<file path="src/rtl/bpsr_pkg.sv">
// package for the box projection screen rectangle block
// types, widths and constants shared by the front, back and top level
// no dependencies
package bpsr_pkg;

  localparam int COEF_COUNT  = 12;
  localparam int QUEUE_DEPTH = 2;
  localparam int SUM_W       = 56;
  localparam int NUM_W       = 58;
  localparam int MAG_W       = 46;
  localparam int QUO_W       = 38;
  localparam int RAT_W       = 39;
  localparam int SCR_W       = 56;
  localparam int W_MIN_Q24   = 167773;

  // register indexes on the configuration port
  localparam logic REG_SCREEN_WIDTH  = 1'b0;
  localparam logic REG_SCREEN_HEIGHT = 1'b1;

  // input op codes
  localparam logic OP_LOAD    = 1'b0;
  localparam logic OP_PROJECT = 1'b1;

  typedef enum logic [1:0] {
    KIND_LOAD,
    KIND_PROJECT,
    KIND_SKIP
  } kind_e;

  typedef struct packed {
    kind_e             kind;
    logic [3:0]        slot;
    logic [31:0]       value;
    logic [2:0][31:0]  lo;
    logic [2:0][31:0]  hi;
  } item_t;

  typedef enum logic [3:0] {
    ST_IDLE,
    ST_START,
    ST_MUL,
    ST_CHECK,
    ST_NORM,
    ST_SAT,
    ST_DIV,
    ST_FIN,
    ST_SCALE,
    ST_OUT
  } state_e;

endpackage

</file>
<file path="src/rtl/bpsr_front.sv">
// front part: accepts beats, classifies them and queues them for the back
// depends on bpsr_pkg
module bpsr_front (
  input  logic                  clk_i,
  input  logic                  rst_ni,
  input  logic                  in_valid_i,
  output logic                  in_stall_o,
  input  logic                  op_i,
  input  logic [3:0]            coef_index_i,
  input  logic signed [31:0]    coef_value_i,
  input  logic signed [31:0]    min_x_i,
  input  logic signed [31:0]    min_y_i,
  input  logic signed [31:0]    min_z_i,
  input  logic signed [31:0]    max_x_i,
  input  logic signed [31:0]    max_y_i,
  input  logic signed [31:0]    max_z_i,
  output logic                  q_valid_o,
  output bpsr_pkg::item_t       q_item_o,
  input  logic                  q_pop_i
);
  import bpsr_pkg::*;

  item_t      entry_q [QUEUE_DEPTH];
  logic       wr_ptr_q, rd_ptr_q;
  logic [1:0] count_q;
  item_t      item_d;
  logic       push, pop;

  // classify the incoming beat
  always_comb begin
    item_d.slot  = coef_index_i;
    item_d.value = coef_value_i;
    item_d.lo    = {min_z_i, min_y_i, min_x_i};
    item_d.hi    = {max_z_i, max_y_i, max_x_i};
    if (op_i == OP_PROJECT) begin
      item_d.kind = KIND_PROJECT;
    end else if (32'(coef_index_i) < COEF_COUNT) begin
      item_d.kind = KIND_LOAD;
    end else begin
      item_d.kind = KIND_SKIP;
    end
  end

  assign in_stall_o = (count_q == 2'(QUEUE_DEPTH));
  assign push       = in_valid_i && !in_stall_o;
  assign q_valid_o  = (count_q != 2'd0);
  assign pop        = q_pop_i && q_valid_o;
  assign q_item_o   = entry_q[rd_ptr_q];

  // queue storage
  always_ff @(posedge clk_i) begin
    if (push) begin
      entry_q[wr_ptr_q] <= item_d;
    end
  end

  // queue pointers
  always_ff @(posedge clk_i or negedge rst_ni) begin
    if (!rst_ni) begin
      wr_ptr_q <= 1'b0;
      rd_ptr_q <= 1'b0;
      count_q  <= 2'd0;
    end else begin
      if (push) wr_ptr_q <= ~wr_ptr_q;
      if (pop)  rd_ptr_q <= ~rd_ptr_q;
      count_q <= count_q + 2'(push) - 2'(pop);
    end
  end

endmodule

</file>
<file path="config.mk">
export PLATFORM = sky130hd
export DESIGN_NAME = bpsr_front
export DESIGN_NICKNAME = d
export VERILOG_FILES = /design/src/rtl/bpsr_pkg.sv /design/src/rtl/bpsr_front.sv
export SDC_FILE = /design/constraint.sdc
export NUM_CORES = 1
export LEC_CHECK = 0
export ABC_CLOCK_PERIOD_IN_PS = 14640
export BUFFER_PORTS_ARGS = -buffer_cell sky130_fd_sc_hd__buf_2
export CORE_ASPECT_RATIO = 1.5
export CORE_MARGIN = 2
export CORE_UTILIZATION = 25
export CTS_CLUSTER_SIZE = 30
export DETAILED_ROUTE_END_ITERATION = 7
export PLACE_DENSITY = 0.43
export SLEW_MARGIN = 40
export SYNTH_ARGS = -nofsm -noshare
export SYNTH_HDL_FRONTEND = slang
export SYNTH_SLANG_ARGS = --single-unit
</file>
<file path="constraint.sdc">
create_clock -name clk_i -period 14.64 [get_ports clk_i]
set_clock_uncertainty 0.2 [all_clocks]
set_input_delay 0.732 -clock clk_i [delete_from_list [all_inputs] [get_ports clk_i]]
set_output_delay 0.732 -clock clk_i [all_outputs]
set_load 0.02 [all_outputs]
</file>
==> flow_summary_export.csv, run 1 <==
group,metric,value,unit
status,outcome,"finished clean",
critical_path,endpoint_kind,"primary output",
detailed_routing,via_count,8688,
floorplan,design.core.area,70000,um^2
critical_path,crit_chain,"buf_6 > buf_6 > mux2_4 > buf_2",
global_route,grt_usage,10.9,%
timing,fin_tns_setup,0,ns
cells_and_area,drive_gt1_share,61.0,%
cells_and_area,nNetsFinal,1474,
floorplan,start_util,25.2,%
clocking,post_cts_resized,0,
synth,ys_top_cells_by_area,"edfxtp_1, mux2_4, mux2_2, buf_8, buf_6",
synth,syn_inst,736,
timing,setup_viol,0,
critical_path,crit_family,"buffers and inverters",
placed_design,dp_hpwl,28400,um
placed_design,gp_congestion,0.678,
timing,min_period_over_period,29.8,%
critical_path,crit_required,13.71,ns
synth,ys_seq_area_share,78.9,%
critical_path,arrival,3.42,ns
synth,synth_top_area_cell,"edfxtp_1",
global_route,busiest_layer,"met2",
critical_path,crit_slowest_cell,"dfrtp_4",
critical_path,crit_type,"reg -> out",
synth,ys_types,18,
placed_design,dpl_worst_slack,10.82,ns
global_route,grt_pass1_wl,59600,um
detailed_routing,vias_per_cell,3.98,
critical_path,start_kind,"register",
detailed_routing,finalWirelength,41600,um
cells_and_area,syn_to_final_growth,27.7,%
detailed_routing,dr.pass1.iters,4,
synth,synth_area,17600,um^2
synth,ys.flop_type,"edfxtp_1",
timing,relSlewSlack,44.8,%
critical_path,cpPeakStageDelay,0.86,ns
synth,yosysWarnings,0,
global_route,antenna_found_initial,7,
floorplan,die_w,221,um
clocking,clockBufferDepth,3,
timing,tightest_slew,0.827,ns
global_route,gr-total-overflow,0,
synth,synth-edff-count,460,
synth,ys_seq_elements,464,
clocking,clk_latency,0.58,ns
synth,syn_avg_cell_area,24.0,um^2
global_route,grt_max_degree,75,
timing,setup_slack,10.28,ns
cells_and_area,fin_util,32.2,%
floorplan,rows,119,
floorplan,die_area,72700,um^2
power_and_ir_drop,power_density,212,nW/um^2
global_route,use_met1,11.8,%
clocking,htree_levels,2,
clocking,cts.clk_slew.worst_paths,0.06,ns
cells_and_area,seq_area,13900,um^2
clocking,post-cts-setup-buffer-count,0,
cells_and_area,fillers,6920,
floorplan,io_pins,465,
synth,async_flop_share,0.862,%
critical_path,cpMostUsedCell,"buf_6",
power_and_ir_drop,ir_drop,0.114,mV
detailed_routing,drt-initial-drc-count,408,
timing,fmax,0.230,GHz
clocking,ctsRootBufferMaster,"clkbuf_16",
detailed_routing,ant_nets,0,
clocking,cts_sinks,464,
global_route,grt_util_met2,19.0,%
floorplan,die_y,329,um
synth,synth_fp_nets,971,
critical_path,r2r_slack,11.47,ns
critical_path,crit_buf_inv,3,
clocking,cts_tree,"done",
min_path,min_path_type,"in -> reg",
global_route,grtUsageMet3,4.37,%
timing,period_minus_slack,4.36,ns
critical_path,path_max_fanout,57,
timing,final_max_slew_viol_count,0,
job,maxCapViolations,0,
timing,rsz0062_at_grt,"false",
clocking,numCtsBuffers,49,
timing,finalHoldViolations,0,
synth,synth_top_area_share,78.3,%
detailed_routing,drc,0,
power_and_ir_drop,cellLeakagePower,0.00876,uW
global_route,grt_pass1_vias,9285,
detailed_routing,wl_per_cell,19.1,um
cells_and_area,multi_input_area,3420,um^2
placed_design,io_buffers,464,
## per-stage QoR
| stage | power [uW] | hold slack [ns] | instance area, um^2 | instances |
|---|---|---|---|---|
| final | 4770 | 0.130 | 22500 | 2181 |
| after global routing | 5000 | 0.0802 | 22500 | 2181 |
| after CTS | 4870 | 0.0708 | 22500 | 2178 |
| after detailed placement | 3660 | 0.301 | 20900 | 2092 |
| after global placement | 3640 | 0.278 | 20900 | 2091 |
| after floorplan | 3240 | 0.236 | 17600 | 736 |
## power by group
group | switching (uW) | total, uW | internal [uW]
Sequential | 97.5 | 1910 | 1820
Clock | 498 | 1180 | 686
Combinational | 972 | 1680 | 705
## worst register-to-register path, delay by kind of cell, from the launching register on
family / cells / cell delay (ns)
AND/OR/NAND/NOR: 3 / 0.78
flip-flops: 1 / 0.40
buffers and inverters: 3 / 1.38
## synth_stat cells, types with 2 or more instances
cell type	n
edfxtp_1	460
mux2_4	190
mux2_2	40
buf_6	11
buf_8	10
buf_2	4
dfrtp_1	4
xnor2_1	3
ha_1	2
inv_1	2
nand2_1	2
nor2_1	2
## worst paths after layout
path | startpoint | to | cells after the start
hold / removal | max_x_i[4] | entry_q[1][4] | 1
max in group asynchronous | rst_ni | rd_ptr_q | 2
setup / recovery | rd_ptr_q | q_item_o[54] | 4
hold reg to reg | count_q[1] | count_q[1] | 1
setup reg to reg | count_q[1] | entry_q[0][74] | 6
min in group asynchronous | rst_ni | wr_ptr_q | 2
## state kept, by name, indices dropped and copies added (netlist names)
signal    count
entry_q     460
count_q       2
rd_ptr_q      1
wr_ptr_q      1
## final cells by class
type / count / area share (%)
multi-input combinational: 244 / 15.2
sequential: 464 / 61.8
clock inverter: 24 / 0.889
antenna: 1 / 0.0111
clock buffer: 61 / 5.83
tap: 907 / 5.04
inverter: 2 / 0.0333
timing repair buffer: 478 / 11.2
## metal layers
layer	share of wire (%)	wire length, um
met5	0.15	63
met2	51	21200
met1	37	15500
met3	8.3	3470
met4	3.0	1250
## layout by cell type (no fill, tap or decap), drive strengths merged, types with 2 or more instances in the layout
| master | count |
|---|---|
| inv | 5 |
| clkbuf | 61 |
| nor2 | 2 |
| mux2 | 230 |
| ha | 2 |
| nand2 | 2 |
| buf | 477 |
| bufinv | 3 |
| edfxtp | 460 |
| dfrtp | 4 |
| xnor2 | 3 |
| clkinv | 17 |
## logic make-up (layout without fill, tap and decap cells)
| family | Yosys count | after routing | synth area share, % |
|---|---|---|---|
| flops | 464 | 464 | 78.9 |
| mux | 230 | 230 | 18.7 |
| buf+inv | 28 | 565 | 1.82 |
| simple gates | 8 | 8 | 0.227 |
| xor+xnor | 4 | 4 | 0.199 |
| fa+ha+maj | 2 | 2 | 0.142 |
| other cells | 0 | 1 | 0 |
## timing repair
action	4_1_cts	5_1_grt
setup endpoints to repair	0	0
endpoints found under the hold margin	4	0
hold buffers	1	0
(Power assumes the default switching activity.)
==> run 2, diff against run 1 <==
Settings changed: ABC_CLOCK_PERIOD_IN_PS 14640 to 4160.
Clock period 14.64 ns to 4.16 ns, I/O delays scaled along.
==> run 2 against run 1 <==
Die area is the same. Cell count increased by 11%. Non-clock buffer count grew 237. Register-to-register slack worse by 9.6 ns. First-iteration DRC count shrank 12%. Via count up 9.6%. Global-route usage grew 0.38 points. Worst hold slack improved by 0.017 ns. Combinational power grew to 3.7 times the previous value. Power rose to 3.5 times the previous value.
==> flow_summary_export.csv, run 2 (synthesized netlist as in run 1, its figures left out) <==
group,metric,value,unit
status,outcome,"finished clean",
cells_and_area,stdcell_count,2413,
critical_path,crit_buf_inv,2,
timing,finalHoldViolations,0,
cells_and_area,largest-register,"entry_q",
clocking,htree_levels,2,
clocking,ctsRootBufferMaster,"clkbuf_16",
cells_and_area,drive_gt1_share,51.7,%
cells_and_area,nNetsFinal,1710,
timing,setup_slack,1.22,ns
placed_design,gp_congestion,0.701,
global_route,gr-total-overflow,0,
timing,tightest_slew,0.785,ns
clocking,clockBufferDepth,3,
cells_and_area,syn_to_final_growth,40.9,%
min_path,hold_path_end,"entry_q[1][2]",
clocking,post-cts-setup-buffer-count,0,
cells_and_area,largest_register_ffs,460,
power_and_ir_drop,cellLeakagePower,0.00973,uW
cells_and_area,multi_input_area,3420,um^2
critical_path,crit_type,"reg -> out",
detailed_routing,via_count,9519,
floorplan,die_y,329,um
floorplan,die_w,221,um
detailed_routing,vias_per_cell,3.94,
timing,min_period_over_period,70.7,%
detailed_routing,wl_per_cell,17.6,um
critical_path,start_kind,"register",
critical_path,r2r_slack,1.92,ns
min_path,min_path_type,"in -> reg",
timing,relSlewSlack,47.7,%
cells_and_area,top_regs,"entry_q (460), count_q (2)",
placed_design,io_buffers,464,
clocking,clk_latency,0.58,ns
job,maxCapViolations,0,
timing,setup_viol,0,
detailed_routing,drt-initial-drc-count,361,
critical_path,endpoint_kind,"primary output",
floorplan,design.core.area,70000,um^2
placed_design,dpl_worst_slack,1.78,ns
critical_path,cpPeakStageDelay,0.95,ns
min_path,min-delay-start,"max_x_i[2]",
floorplan,start_util,25.2,%
power_and_ir_drop,ir_drop,0.347,mV
timing,final_max_slew_viol_count,0,
floorplan,io_pins,465,
global_route,grt_pass1_wl,62900,um
global_route,grt_max_degree,87,
floorplan,rows,119,
cells_and_area,final_cell_mix,"buf_2, edfxtp_1, dlygate4sd3_1, mux2_4, clkbuf_16",
detailed_routing,drc,0,
critical_path,crit_required,3.75,ns
timing,fin_hold_ws,0.147,ns
clocking,numCtsBuffers,48,
cells_and_area,fin_util,35.5,%
cells_and_area,final_common_cell,"buf_2",
cells_and_area,seq_area,13900,um^2
cells_and_area,fillers,6750,
timing,fin_tns_setup,0,ns
placed_design,place_inst,2099,
timing,period_minus_slack,2.94,ns
clocking,post_cts_resized,0,
critical_path,crit_slowest_cell,"dfrtp_4",
critical_path,regToRegStartpoint,"count_q[0]",
clocking,cts.clk_slew.worst_paths,0.06,ns
power_and_ir_drop,power_density,681,nW/um^2
critical_path,rr_worst_depth,4,
clocking,holdBufCountCts,233,
critical_path,arrival,2.53,ns
clocking,cts_tree,"done",
critical_path,path_max_fanout,40,
placed_design,dp_hpwl,28100,um
detailed_routing,ant_nets,0,
critical_path,rr_endpoint,"entry_q[0][157]",
global_route,antenna_found_initial,2,
cells_and_area,n_antenna_cell,0,
critical_path,crit_chain,"buf_12 > mux2_2 > buf_2",
timing,fmax,0.340,GHz
global_route,grt_usage,11.3,%
clocking,cts_sinks,464,
detailed_routing,finalWirelength,42400,um
detailed_routing,dr.pass1.iters,4,
floorplan,die_area,72700,um^2
critical_path,crit_family,"flip-flops",
global_route,grt_pass1_vias,10379,
min_path,min_delay_path_depth,2,
timing,rsz0062_at_grt,"false",
==> run 2: cell count changes in the layout (fill, tap and decap cells not counted), sizes merged <==
cell / delta
bufinv: -1
dlygate4sd3: +232
diode: -1
inv: -2
clkinv: +6
buf: +5
clkbuf: -6
clkinvlp: -1
==> run 2: area by class of cell <==
| type | instances | area share, % |
|---|---|---|
| Clock buffer | 55 | 5.02 |
| Sequential cell | 464 | 56.0 |
| Inverter | 2 | 0.0302 |
| Timing Repair Buffer | 715 | 19.9 |
| Clock inverter | 26 | 0.710 |
| Tap cell | 907 | 4.57 |
| Multi-Input combinational cell | 244 | 13.8 |
==> run 2: worst max path at each step <==
stage | cells past startpoint | start | to
after global placement | 3 | count_q[1] | entry_q[1][108]
after CTS | 3 | rd_ptr_q | q_item_o[16]
final | 3 | rd_ptr_q | q_item_o[16]
after floorplan | 3 | count_q[1] | entry_q[0][0]
after detailed placement | 3 | rd_ptr_q | q_item_o[16]
after global routing | 3 | rd_ptr_q | q_item_o[16]
==> run 2: per-layer routing <==
layer	up-vias	GRT usage (%)	part of all wire, %
met2	330	20.4	52
met5	-	0	0.071
met1	4716	12.6	39
li1	4404	-	-
met3	65	3.18	6.5
met4	4	3.94	2.5
==> run 2: per-stage QoR <==
stage	total power [uW]	cell area, um^2
floorplan	11200	17600
global placement	13000	21100
detailed placement	13000	21100
CTS	17300	24900
global route	17800	24900
finish	16900	24900
==> run 2: where the power goes <==
part	internal, uW	switching, uW
registers	6380	334
clock network	2260	1760
logic	2700	3510
total	11300	5600
==> run 2: worst reg2reg max path: cells and delay by family (launching register included) <==
family	cells	cell delay [ns]
buffers and inverters	1	0.40
and+or+nand+nor	3	0.69
DFF	1	0.37
